==> src/design/itp_pkg.sv <==
// Shared types, token codes and helpers for the infix to postfix converter.
package itp_pkg;

   // Input token kinds
   localparam logic [1:0] KIND_OPERAND  = 2'd0;
   localparam logic [1:0] KIND_OPERATOR = 2'd1;
   localparam logic [1:0] KIND_END      = 2'd2;

   // Output token kinds
   localparam logic [1:0] OUT_OPERAND  = 2'd0;
   localparam logic [1:0] OUT_OPERATOR = 2'd1;
   localparam logic [1:0] OUT_MARKER   = 2'd2;

   // Operator codes, also the stack entry codes
   localparam logic [2:0] OP_PLUS   = 3'd0;
   localparam logic [2:0] OP_MINUS  = 3'd1;
   localparam logic [2:0] OP_TIMES  = 3'd2;
   localparam logic [2:0] OP_DIVIDE = 3'd3;
   localparam logic [2:0] OP_OPEN   = 3'd4;
   localparam logic [2:0] OP_CLOSE  = 3'd5;

   // Status codes carried by markers
   localparam logic [1:0] STATUS_OK              = 2'd0;
   localparam logic [1:0] STATUS_UNMATCHED_CLOSE = 2'd1;
   localparam logic [1:0] STATUS_UNMATCHED_OPEN  = 2'd2;
   localparam logic [1:0] STATUS_OVERFLOW        = 2'd3;

   // Classified command handed from front to back
   typedef enum logic [2:0] {
      CMD_OPERAND,
      CMD_OPER,
      CMD_OPEN,
      CMD_CLOSE,
      CMD_END
   } cmd_kind_type;

   typedef struct packed {
      cmd_kind_type kind;
      logic [1:0]   code;
   } cmd_type;

   // Back-end sequencer states
   typedef enum logic [2:0] {
      BK_IDLE,
      BK_READ,
      BK_EVAL,
      BK_FINISH,
      BK_FLUSH
   } back_state_type;

   // High rank for times and divide, low rank for plus and minus
   function automatic logic rank_high(input logic [2:0] code);
      rank_high = (code == OP_TIMES) || (code == OP_DIVIDE);
   endfunction

endpackage

==> src/design/infix_to_postfix_converter_core.sv <==
// Infix to postfix converter: top level joining front end, queue and back end.
//
// Tokens enter on the req_ channel (valid/ready): operands, operators,
// parentheses and end of expression. Postfix tokens leave on the rsp_ channel,
// each with a status and a last_of_run flag on the final result of a token.
// End produces the remaining operators and a status marker; errors produce a
// marker and empty the stack.
// An operand passes through the queue and is registered in the output register.
// Operands and open parentheses are handled by the back end straight from idle;
// an operator, close or end is accepted, then each stack entry examined is read
// from the stack memory, whose read port is registered, and then decided on. A
// finish state follows when the stack runs empty, and a flush state releases the
// last result. End and close pop one operator for each stack entry examined.
// The front end keeps taking tokens into a two-entry queue while the back end
// works. Reset empties the stack, the queue and the output register. When the
// receiver stalls, the output register holds its transaction, the back end
// waits, the queue fills and req_ready drops.
module infix_to_postfix_converter_core #(
   parameter int STACK_DEPTH = 16,
   parameter int VALUE_WIDTH = 32
) (
   input  logic                   clock,
   input  logic                   reset,
   input  logic                   req_valid,
   output logic                   req_ready,
   input  logic [1:0]             req_token_kind,
   input  logic [2:0]             req_op,
   input  logic [VALUE_WIDTH-1:0] req_operand_value,
   output logic                   rsp_valid,
   input  logic                   rsp_ready,
   output logic [1:0]             rsp_out_kind,
   output logic [1:0]             rsp_out_op,
   output logic [VALUE_WIDTH-1:0] rsp_out_value,
   output logic [1:0]             rsp_status,
   output logic                   rsp_last_of_run
);
   import itp_pkg::*;

   localparam int QW = $bits(cmd_type) + VALUE_WIDTH;

   logic                   enq_valid, enq_ready;
   cmd_type                enq_cmd;
   logic [VALUE_WIDTH-1:0] enq_value;
   logic                   deq_valid, deq_ready;
   logic [QW-1:0]          deq_data;
   cmd_type                deq_cmd;
   logic [VALUE_WIDTH-1:0] deq_value;

   // Classify incoming tokens
   itp_front #(
      .VALUE_WIDTH(VALUE_WIDTH)
   ) u_front (
      .req_valid         (req_valid),
      .req_ready         (req_ready),
      .req_token_kind    (req_token_kind),
      .req_op            (req_op),
      .req_operand_value (req_operand_value),
      .enq_valid         (enq_valid),
      .enq_ready         (enq_ready),
      .enq_cmd           (enq_cmd),
      .enq_value         (enq_value)
   );

   // Decouple front and back
   itp_cmd_queue #(
      .DATA_WIDTH(QW)
   ) u_queue (
      .clock     (clock),
      .reset     (reset),
      .in_valid  (enq_valid),
      .in_ready  (enq_ready),
      .in_data   ({enq_cmd, enq_value}),
      .out_valid (deq_valid),
      .out_ready (deq_ready),
      .out_data  (deq_data)
   );

   assign deq_cmd   = cmd_type'(deq_data[QW-1:VALUE_WIDTH]);
   assign deq_value = deq_data[VALUE_WIDTH-1:0];

   // Execute commands against the operator stack
   itp_back #(
      .STACK_DEPTH(STACK_DEPTH),
      .VALUE_WIDTH(VALUE_WIDTH)
   ) u_back (
      .clock           (clock),
      .reset           (reset),
      .cmd_valid       (deq_valid),
      .cmd_ready       (deq_ready),
      .cmd             (deq_cmd),
      .cmd_value       (deq_value),
      .rsp_valid       (rsp_valid),
      .rsp_ready       (rsp_ready),
      .rsp_out_kind    (rsp_out_kind),
      .rsp_out_op      (rsp_out_op),
      .rsp_out_value   (rsp_out_value),
      .rsp_status      (rsp_status),
      .rsp_last_of_run (rsp_last_of_run)
   );

endmodule

==> src/design/itp_front.sv <==
// Front end: accepts input tokens and classifies them into commands.
module itp_front #(
   parameter int VALUE_WIDTH = 32
) (
   input  logic                   req_valid,
   output logic                   req_ready,
   input  logic [1:0]             req_token_kind,
   input  logic [2:0]             req_op,
   input  logic [VALUE_WIDTH-1:0] req_operand_value,
   output logic                   enq_valid,
   input  logic                   enq_ready,
   output itp_pkg::cmd_type       enq_cmd,
   output logic [VALUE_WIDTH-1:0] enq_value
);
   import itp_pkg::*;

   logic known;

   // Decode the token; unknown kinds and codes are accepted and dropped
   always_comb begin
      known        = 1'b1;
      enq_cmd.kind = CMD_OPERAND;
      enq_cmd.code = req_op[1:0];
      unique case (req_token_kind)
         KIND_OPERAND: enq_cmd.kind = CMD_OPERAND;
         KIND_OPERATOR: begin
            unique case (req_op) inside
               OP_PLUS, OP_MINUS, OP_TIMES, OP_DIVIDE: enq_cmd.kind = CMD_OPER;
               OP_OPEN:  enq_cmd.kind = CMD_OPEN;
               OP_CLOSE: enq_cmd.kind = CMD_CLOSE;
               default:  known = 1'b0;
            endcase
         end
         KIND_END: enq_cmd.kind = CMD_END;
         default:  known = 1'b0;
      endcase
   end

   assign enq_value = req_operand_value;
   assign enq_valid = req_valid && known;
   assign req_ready = enq_ready;

endmodule

==> src/design/itp_cmd_queue.sv <==
// Two-entry command queue between front and back end.
module itp_cmd_queue #(
   parameter int DATA_WIDTH = 37
) (
   input  logic                  clock,
   input  logic                  reset,
   input  logic                  in_valid,
   output logic                  in_ready,
   input  logic [DATA_WIDTH-1:0] in_data,
   output logic                  out_valid,
   input  logic                  out_ready,
   output logic [DATA_WIDTH-1:0] out_data
);
   import itp_pkg::*;

   localparam logic [1:0] DEPTH = 2'd2;

   logic [DATA_WIDTH-1:0] slot_ff [2];
   logic                  wr_ptr_ff, wr_ptr_in;
   logic                  rd_ptr_ff, rd_ptr_in;
   logic [1:0]            fill_ff, fill_in;
   logic                  push, pop;

   assign in_ready  = (fill_ff != DEPTH);
   assign out_valid = (fill_ff != 2'd0);
   assign out_data  = slot_ff[rd_ptr_ff];
   assign push      = in_valid && in_ready;
   assign pop       = out_valid && out_ready;

   // Advance pointers and fill level
   always_comb begin
      wr_ptr_in = push ? !wr_ptr_ff : wr_ptr_ff;
      rd_ptr_in = pop ? !rd_ptr_ff : rd_ptr_ff;
      fill_in   = fill_ff;
      if (push && !pop) begin
         fill_in = fill_ff + 2'd1;
      end else if (pop && !push) begin
         fill_in = fill_ff - 2'd1;
      end
   end

   always_ff @(posedge clock) begin
      if (reset) begin
         wr_ptr_ff <= 1'b0;
         rd_ptr_ff <= 1'b0;
         fill_ff   <= 2'd0;
      end else begin
         wr_ptr_ff <= wr_ptr_in;
         rd_ptr_ff <= rd_ptr_in;
         fill_ff   <= fill_in;
      end
   end

   // Store the incoming transaction
   always_ff @(posedge clock) begin
      if (push) begin
         slot_ff[wr_ptr_ff] <= in_data;
      end
   end

endmodule

==> src/design/itp_back.sv <==
// Back end: operator stack sequencer, result hold stage and output register.
module itp_back #(
   parameter int STACK_DEPTH = 16,
   parameter int VALUE_WIDTH = 32
) (
   input  logic                   clock,
   input  logic                   reset,
   input  logic                   cmd_valid,
   output logic                   cmd_ready,
   input  itp_pkg::cmd_type       cmd,
   input  logic [VALUE_WIDTH-1:0] cmd_value,
   output logic                   rsp_valid,
   input  logic                   rsp_ready,
   output logic [1:0]             rsp_out_kind,
   output logic [1:0]             rsp_out_op,
   output logic [VALUE_WIDTH-1:0] rsp_out_value,
   output logic [1:0]             rsp_status,
   output logic                   rsp_last_of_run
);
   import itp_pkg::*;

   localparam int CW   = $clog2(STACK_DEPTH + 1);
   localparam int AW   = $clog2(STACK_DEPTH);
   localparam int KEEP = (VALUE_WIDTH < 32) ? VALUE_WIDTH : 32;
   localparam logic [VALUE_WIDTH-1:0] VALUE_MASK = {VALUE_WIDTH{1'b1}} >> (VALUE_WIDTH - KEEP);

   back_state_type        state_ff, state_in;
   logic [CW-1:0]         count_ff, count_in;
   cmd_type               cmd_ff, cmd_in;
   logic [2:0]            stack_mem [STACK_DEPTH];
   logic [2:0]            rd_data_ff;
   logic [AW-1:0]         rd_addr;
   logic                  wr_en;
   logic [AW-1:0]         wr_addr;
   logic [2:0]            wr_data;
   logic                  full;
   logic                  out_free;

   // Result hold stage: keeps the newest result until its last flag is known
   logic                  hold_valid_ff, hold_valid_in;
   logic [1:0]            hold_kind_ff, hold_kind_in;
   logic [1:0]            hold_op_ff, hold_op_in;
   logic [1:0]            hold_status_ff, hold_status_in;

   // Output register
   logic                  out_valid_ff, out_valid_in;
   logic [1:0]            out_kind_ff, out_kind_in;
   logic [1:0]            out_op_ff, out_op_in;
   logic [VALUE_WIDTH-1:0] out_value_ff, out_value_in;
   logic [1:0]            out_status_ff, out_status_in;
   logic                  out_last_ff, out_last_in;
   logic                  out_load;

   // Sequencer actions
   logic                  emit_en;
   logic [1:0]            emit_kind, emit_op, emit_status;
   logic                  direct_en;
   logic [1:0]            direct_kind, direct_status;
   logic                  flush_en;

   assign full     = (count_ff == CW'(STACK_DEPTH));
   assign out_free = !out_valid_ff || rsp_ready;
   assign rd_addr  = AW'(count_ff - CW'(1));

   // Next state and stack actions
   always_comb begin
      state_in      = state_ff;
      count_in      = count_ff;
      cmd_in        = cmd_ff;
      cmd_ready     = 1'b0;
      wr_en         = 1'b0;
      wr_addr       = count_ff[AW-1:0];
      wr_data       = {1'b0, cmd_ff.code};
      emit_en       = 1'b0;
      emit_kind     = OUT_OPERATOR;
      emit_op       = rd_data_ff[1:0];
      emit_status   = STATUS_OK;
      direct_en     = 1'b0;
      direct_kind   = OUT_OPERAND;
      direct_status = STATUS_OK;
      flush_en      = 1'b0;
      unique case (state_ff)
         BK_IDLE: begin
            if (cmd_valid && out_free) begin
               cmd_ready = 1'b1;
               cmd_in    = cmd;
               case (cmd.kind) inside
                  CMD_OPERAND: direct_en = 1'b1;
                  CMD_OPEN: begin
                     if (full) begin
                        direct_en     = 1'b1;
                        direct_kind   = OUT_MARKER;
                        direct_status = STATUS_OVERFLOW;
                        count_in      = '0;
                     end else begin
                        wr_en    = 1'b1;
                        wr_data  = OP_OPEN;
                        count_in = count_ff + CW'(1);
                     end
                  end
                  CMD_OPER, CMD_CLOSE, CMD_END: begin
                     state_in = (count_ff == '0) ? BK_FINISH : BK_READ;
                  end
                  default: state_in = BK_IDLE;
               endcase
            end
         end
         BK_READ: state_in = BK_EVAL;
         BK_EVAL: begin
            if (out_free) begin
               case (cmd_ff.kind)
                  CMD_OPER: begin
                     if (rd_data_ff == OP_OPEN ||
                         (!rank_high(rd_data_ff) && rank_high({1'b0, cmd_ff.code}))) begin
                        if (full) begin
                           emit_en     = 1'b1;
                           emit_kind   = OUT_MARKER;
                           emit_op     = 2'd0;
                           emit_status = STATUS_OVERFLOW;
                           count_in    = '0;
                        end else begin
                           wr_en    = 1'b1;
                           count_in = count_ff + CW'(1);
                        end
                        state_in = BK_FLUSH;
                     end else begin
                        emit_en  = 1'b1;
                        count_in = count_ff - CW'(1);
                        state_in = (count_ff == CW'(1)) ? BK_FINISH : BK_READ;
                     end
                  end
                  CMD_CLOSE: begin
                     count_in = count_ff - CW'(1);
                     if (rd_data_ff == OP_OPEN) begin
                        state_in = BK_FLUSH;
                     end else begin
                        emit_en  = 1'b1;
                        state_in = (count_ff == CW'(1)) ? BK_FINISH : BK_READ;
                     end
                  end
                  CMD_END: begin
                     if (rd_data_ff == OP_OPEN) begin
                        emit_en     = 1'b1;
                        emit_kind   = OUT_MARKER;
                        emit_op     = 2'd0;
                        emit_status = STATUS_UNMATCHED_OPEN;
                        count_in    = '0;
                        state_in    = BK_FLUSH;
                     end else begin
                        emit_en  = 1'b1;
                        count_in = count_ff - CW'(1);
                        state_in = (count_ff == CW'(1)) ? BK_FINISH : BK_READ;
                     end
                  end
                  default: state_in = BK_IDLE;
               endcase
            end
         end
         BK_FINISH: begin
            // Stack is empty here
            if (out_free) begin
               state_in = BK_FLUSH;
               case (cmd_ff.kind)
                  CMD_OPER: begin
                     wr_en    = 1'b1;
                     count_in = count_ff + CW'(1);
                  end
                  CMD_CLOSE: begin
                     emit_en     = 1'b1;
                     emit_kind   = OUT_MARKER;
                     emit_op     = 2'd0;
                     emit_status = STATUS_UNMATCHED_CLOSE;
                     count_in    = '0;
                  end
                  CMD_END: begin
                     emit_en     = 1'b1;
                     emit_kind   = OUT_MARKER;
                     emit_op     = 2'd0;
                     emit_status = STATUS_OK;
                     count_in    = '0;
                  end
                  default: state_in = BK_IDLE;
               endcase
            end
         end
         BK_FLUSH: begin
            if (!hold_valid_ff) begin
               state_in = BK_IDLE;
            end else if (out_free) begin
               flush_en = 1'b1;
               state_in = BK_IDLE;
            end
         end
         default: state_in = BK_IDLE;
      endcase
   end

   // Route results through the hold stage, or directly, into the output register
   always_comb begin
      out_load       = direct_en || flush_en || (emit_en && hold_valid_ff);
      hold_valid_in  = hold_valid_ff;
      hold_kind_in   = hold_kind_ff;
      hold_op_in     = hold_op_ff;
      hold_status_in = hold_status_ff;
      if (emit_en) begin
         hold_valid_in  = 1'b1;
         hold_kind_in   = emit_kind;
         hold_op_in     = emit_op;
         hold_status_in = emit_status;
      end else if (flush_en) begin
         hold_valid_in = 1'b0;
      end
      if (direct_en) begin
         out_kind_in   = direct_kind;
         out_op_in     = 2'd0;
         out_value_in  = (direct_kind == OUT_OPERAND) ? (cmd_value & VALUE_MASK) : '0;
         out_status_in = direct_status;
         out_last_in   = 1'b1;
      end else begin
         out_kind_in   = hold_kind_ff;
         out_op_in     = hold_op_ff;
         out_value_in  = '0;
         out_status_in = hold_status_ff;
         out_last_in   = flush_en;
      end
      if (out_load) begin
         out_valid_in = 1'b1;
      end else if (rsp_ready) begin
         out_valid_in = 1'b0;
      end else begin
         out_valid_in = out_valid_ff;
      end
   end

   // Hold control state
   always_ff @(posedge clock) begin
      if (reset) begin
         state_ff      <= BK_IDLE;
         count_ff      <= '0;
         hold_valid_ff <= 1'b0;
         out_valid_ff  <= 1'b0;
      end else begin
         state_ff      <= state_in;
         count_ff      <= count_in;
         hold_valid_ff <= hold_valid_in;
         out_valid_ff  <= out_valid_in;
      end
   end

   // Payload registers
   always_ff @(posedge clock) begin
      cmd_ff         <= cmd_in;
      hold_kind_ff   <= hold_kind_in;
      hold_op_ff     <= hold_op_in;
      hold_status_ff <= hold_status_in;
      if (out_load) begin
         out_kind_ff   <= out_kind_in;
         out_op_ff     <= out_op_in;
         out_value_ff  <= out_value_in;
         out_status_ff <= out_status_in;
         out_last_ff   <= out_last_in;
      end
   end

   // Operator stack memory with registered read
   always_ff @(posedge clock) begin
      if (wr_en) begin
         stack_mem[wr_addr] <= wr_data;
      end
      rd_data_ff <= stack_mem[rd_addr];
   end

   assign rsp_valid       = out_valid_ff;
   assign rsp_out_kind    = out_kind_ff;
   assign rsp_out_op      = out_op_ff;
   assign rsp_out_value   = out_value_ff;
   assign rsp_status      = out_status_ff;
   assign rsp_last_of_run = out_last_ff;

endmodule

==> config.mk <==
export PLATFORM = sky130hd
export DESIGN_NAME = infix_to_postfix_converter_core
export DESIGN_NICKNAME = d
export VERILOG_FILES = /design/src/design/itp_pkg.sv /design/src/design/infix_to_postfix_converter_core.sv /design/src/design/itp_front.sv /design/src/design/itp_cmd_queue.sv /design/src/design/itp_back.sv
export SDC_FILE = /design/constraint.sdc
export NUM_CORES = 1
export LEC_CHECK = 0
export ABC_CLOCK_PERIOD_IN_PS = 3700
export BUFFER_PORTS_ARGS = -buffer_cell sky130_fd_sc_hd__buf_2
export CAP_MARGIN = 20
export CORE_MARGIN = 2
export CORE_UTILIZATION = 53
export DETAILED_ROUTE_END_ITERATION = 7
export GPL_ROUTABILITY_DRIVEN = 1
export PLACE_DENSITY = 0.76
export SLEW_MARGIN = 10
export SYNTH_ARGS = -nofsm -noshare
export SYNTH_HDL_FRONTEND = slang
export SYNTH_SLANG_ARGS = --single-unit
export TNS_END_PERCENT = 100
==> constraint.sdc <==
create_clock -name clock -period 3.7 [get_ports clock]
set_clock_uncertainty 0.2 [all_clocks]
set_input_delay 0.37 -clock clock [delete_from_list [all_inputs] [get_ports clock]]
set_output_delay 0.37 -clock clock [all_outputs]
set_load 0.01 [all_outputs]
==> impl_results.md <==
- Clock tree sinks: 190
- WHS Path Cells: 2
- Synth cell types: 59
- Total negative setup slack: 0 ps
- Final worst slack: 816.1 ps
- Root Buffer: clkbuf_16
- WP depth: 7
- Post-route DRC: 0
- Placer's final routability congestion estimate: 0.8975
- CP max stage cell: o22ai_1
- Clock latency on the worst-skew pair: 430 ps
- Worst-Margin Slew: 666.6 ps
- Post-CTS repair timing setup buffer count: 0
- First-pass iteration count of the detailed router: 5
- Post-synthesis sequential area ratio: 70.70%
- Peak supply drop: 0.3566 mV
- Initial antenna violation count: 0
- Ant. Diodes: 0
- Final Hold Fails: 0
- Avg WL per Cell: 18.29 µm
- Worst rel slew slack: 54.95%
- Total gr overflow: 0
- Dpl hpwl: 9.907 mm
- Crit-path most repeated cell: nand2_1
- TritonCTS clock tree: yes
- Max Transition Viols Final: 0
- Reg2reg path depth: 7
- Fill cell count: 1009
- CP cell instances: and2b_1 -> nand2_1 -> a2111o_1 -> o22ai_1 -> nand2_1 -> nand3_2 -> buf_12
- Via count: 4644
- CP Buf/Inv Count: 1
- Die area: 0.01573 mm²
- CP Max Fanout: 39
- Max-Cap Viols: 0
- Pwr Density: 653.0 mW/mm²
- Max Clk Rate: 346.8 MHz
- Die Ht: 125.4 µm
- Syn Inst Count: 513
- First-pass GRT wire length: 24.38 mm
- DR iter-0 viols: 436
- Area grow syn2layout: 20.54%
- Initial core utilization: 53.98%
- Tcrit/Tclk final: 77.94%
- Clock-pin slew on the worst setup and hold paths: 70 ps
- Synth Area per Inst: 15.23 µm²
- Share of cells above drive strength 1: 23.54%
- Syn nets: 564
- DRT Wirelength: 15.26 mm
- Resized Gates After CTS: 0
- Prevailing post-synth register cell: edfxtp_1
- Placement Setup Slack: 849.4 ps
- Vias in the first global route: 4741
- Top-Level Pins: 82
- CTS buffer count: 17
- Final Util: 65.06%
- Chip Width: 125.4 µm
- Area share of the largest cell type after synthesis: 66.09%
- WP data arrival: 2790 ps
- CP max stage delay: 540 ps
- Lkg Pwr: 3.299 nW
- CTS max path bufs: 2
- Worst min-delay path category: in -> reg
- IO Port Bufs: 81
- Crit path max-delay family: compound AO/OA/AOI/OAI gates
- CTS H-tree depth: 4
- Status: finished, final reports clean
- GRT Total Usage: 20.09%
- Yosys warnings: 0
- WS Path Type: reg -> reg
- Nature of the critical path startpoint: flop
- Setup violators final: 0
- Crit path required time: 3610 ps
- Antenna Violating Nets Remaining: 0
- Num rows: 44
- Hold-fix buffers, CTS: 34
- Area contributors post-synth: edfxtp_1 66%, dfxtp_1 4.6%, mux2i_1 4.5%
- Ys async rst share: 0%
- RSZ-0062 raised after global routing: false
- Post-route minimum period: 2884 ps
- Crit path capture type: flop
- Area of the mapped netlist: 0.007815 mm²
- Core area: 0.01448 mm²
- Vias/cell: 5.568
- Number of synthesized flops with an enable pin: 172
- Nets: 688
- Yosys reg bits: 190
- Pin count of the biggest net entering global routing: 40
- Cell taking the most area after synthesis: edfxtp_1
[cell usage after synthesis, types with 5 or more instances]
library cell and number:
a21oi_1 13, clkbuf_1 14, dfxtp_1 18, edfxtp_1 172
ha_1 10, inv_1 11, mux2i_1 35, mux4_2 15
nand2_1 17, nand2b_1 11, nand3_1 7, nor2_1 74
nor2b_1 10, nor3_1 8, nor3b_1 5, o21a_1 5
o21ai_0 9, xnor2_1 5
[cells in the final DEF, fill, tap and decap left out, types with 4 or more instances in the layout]
cell type,count
edfxtp_1,172
buf_2,81
nor2_1,74
mux2i_1,35
dlygate4sd3_1,34
nand2_1,17
clkbuf_16,17
dfxtp_1,17
mux4_2,15
a21oi_1,13
nand2b_1,11
inv_1,11
ha_1,10
nor2b_1,9
o21ai_0,9
nor3_1,8
buf_4,8
nand3_1,6
o21a_1,5
nor3b_1,5
xnor2_1,5
a211oi_1,4
a21o_1,4
and2_1,4
[logic make-up after synthesis]
logic type	after synthesis	synth area share, %
and+or+nand+nor	164	10.73
adders and majority gates	10	1.601
DFF	190	70.70
muxes	54	9.462
xor gates and xnor gates	8	0.8966
buffers and inverters	31	1.745
AOI/OAI and AO/OA	56	4.867
[sequential cells by signal, summed over array words and instances, names as in the netlist, 2 cells and up, named ones only]
signal / flops
u_back.hold_op_ff: 2
u_queue.fill_ff: 2
u_queue.slot_ff: 74
u_back.state_ff: 3
u_back.hold_kind_ff: 2
u_back.stack_mem: 48
u_back.rd_data_ff: 3
u_back.rsp_out_value: 32
u_back.hold_status_ff: 2
u_back.rsp_out_kind: 2
u_back.rsp_status: 2
u_back.count_ff: 5
u_back.cmd_ff: 5
u_back.rsp_out_op: 2
[cell type report]
| class | instances | area [µm²] | share of cell area [%] |
|---|---|---|---|
| Sequential cell | 190 | 5527 | 58.67 |
| Tap cell | 184 | 230.2 | 2.444 |
| Clock inverter | 13 | 177.7 | 1.886 |
| Multi-Input combinational cell | 292 | 2166 | 22.99 |
| Inverter | 11 | 41.29 | 0.4383 |
| Clock buffer | 19 | 432.9 | 4.596 |
| Timing Repair Buffer | 125 | 845.8 | 8.979 |
[per-layer routing]
metal  vias up  global-route usage (%)  share of wire, %
met5         -                       0                 0
met4         0                   6.667               1.7
met1      2299                   25.18                42
met3        20                   5.349               5.2
li1       2183                       -                 -
met2       142                   34.15                51
[worst paths after layout]
check	startpoint	to	slack (ps)
worst max-delay path	u_back.state_ff[2]	u_back.rsp_out_value[26]	820
worst min-delay path	req_op[2]	u_queue.slot_ff[1][34]	110
worst max register to register	u_back.state_ff[2]	u_back.rsp_out_value[26]	820
worst min register to register	u_back.hold_op_ff[1]	u_back.rsp_out_op[1]	320
[through the flow]
stage	hold slack, ps	cell area [µm²]	power (mW)	cells
final	110.7	9420	6.152	834
after detailed placement	302.5	8469	4.287	768
after global placement	281.8	8462	4.246	767
after global routing	116.6	9420	6.415	834
after floorplan	268.9	7815	3.894	513
after CTS	90.44	9420	6.166	834
[report_power, final]
part,switching (mW),leakage [nW],internal (mW)
Sequential,0.187,1.72,2.63
Clock,0.787,0.290,1.08
Combinational,0.819,1.29,0.644
Total,1.79,3.30,4.36
No activity file was read; power rests on OpenSTA's default activity.
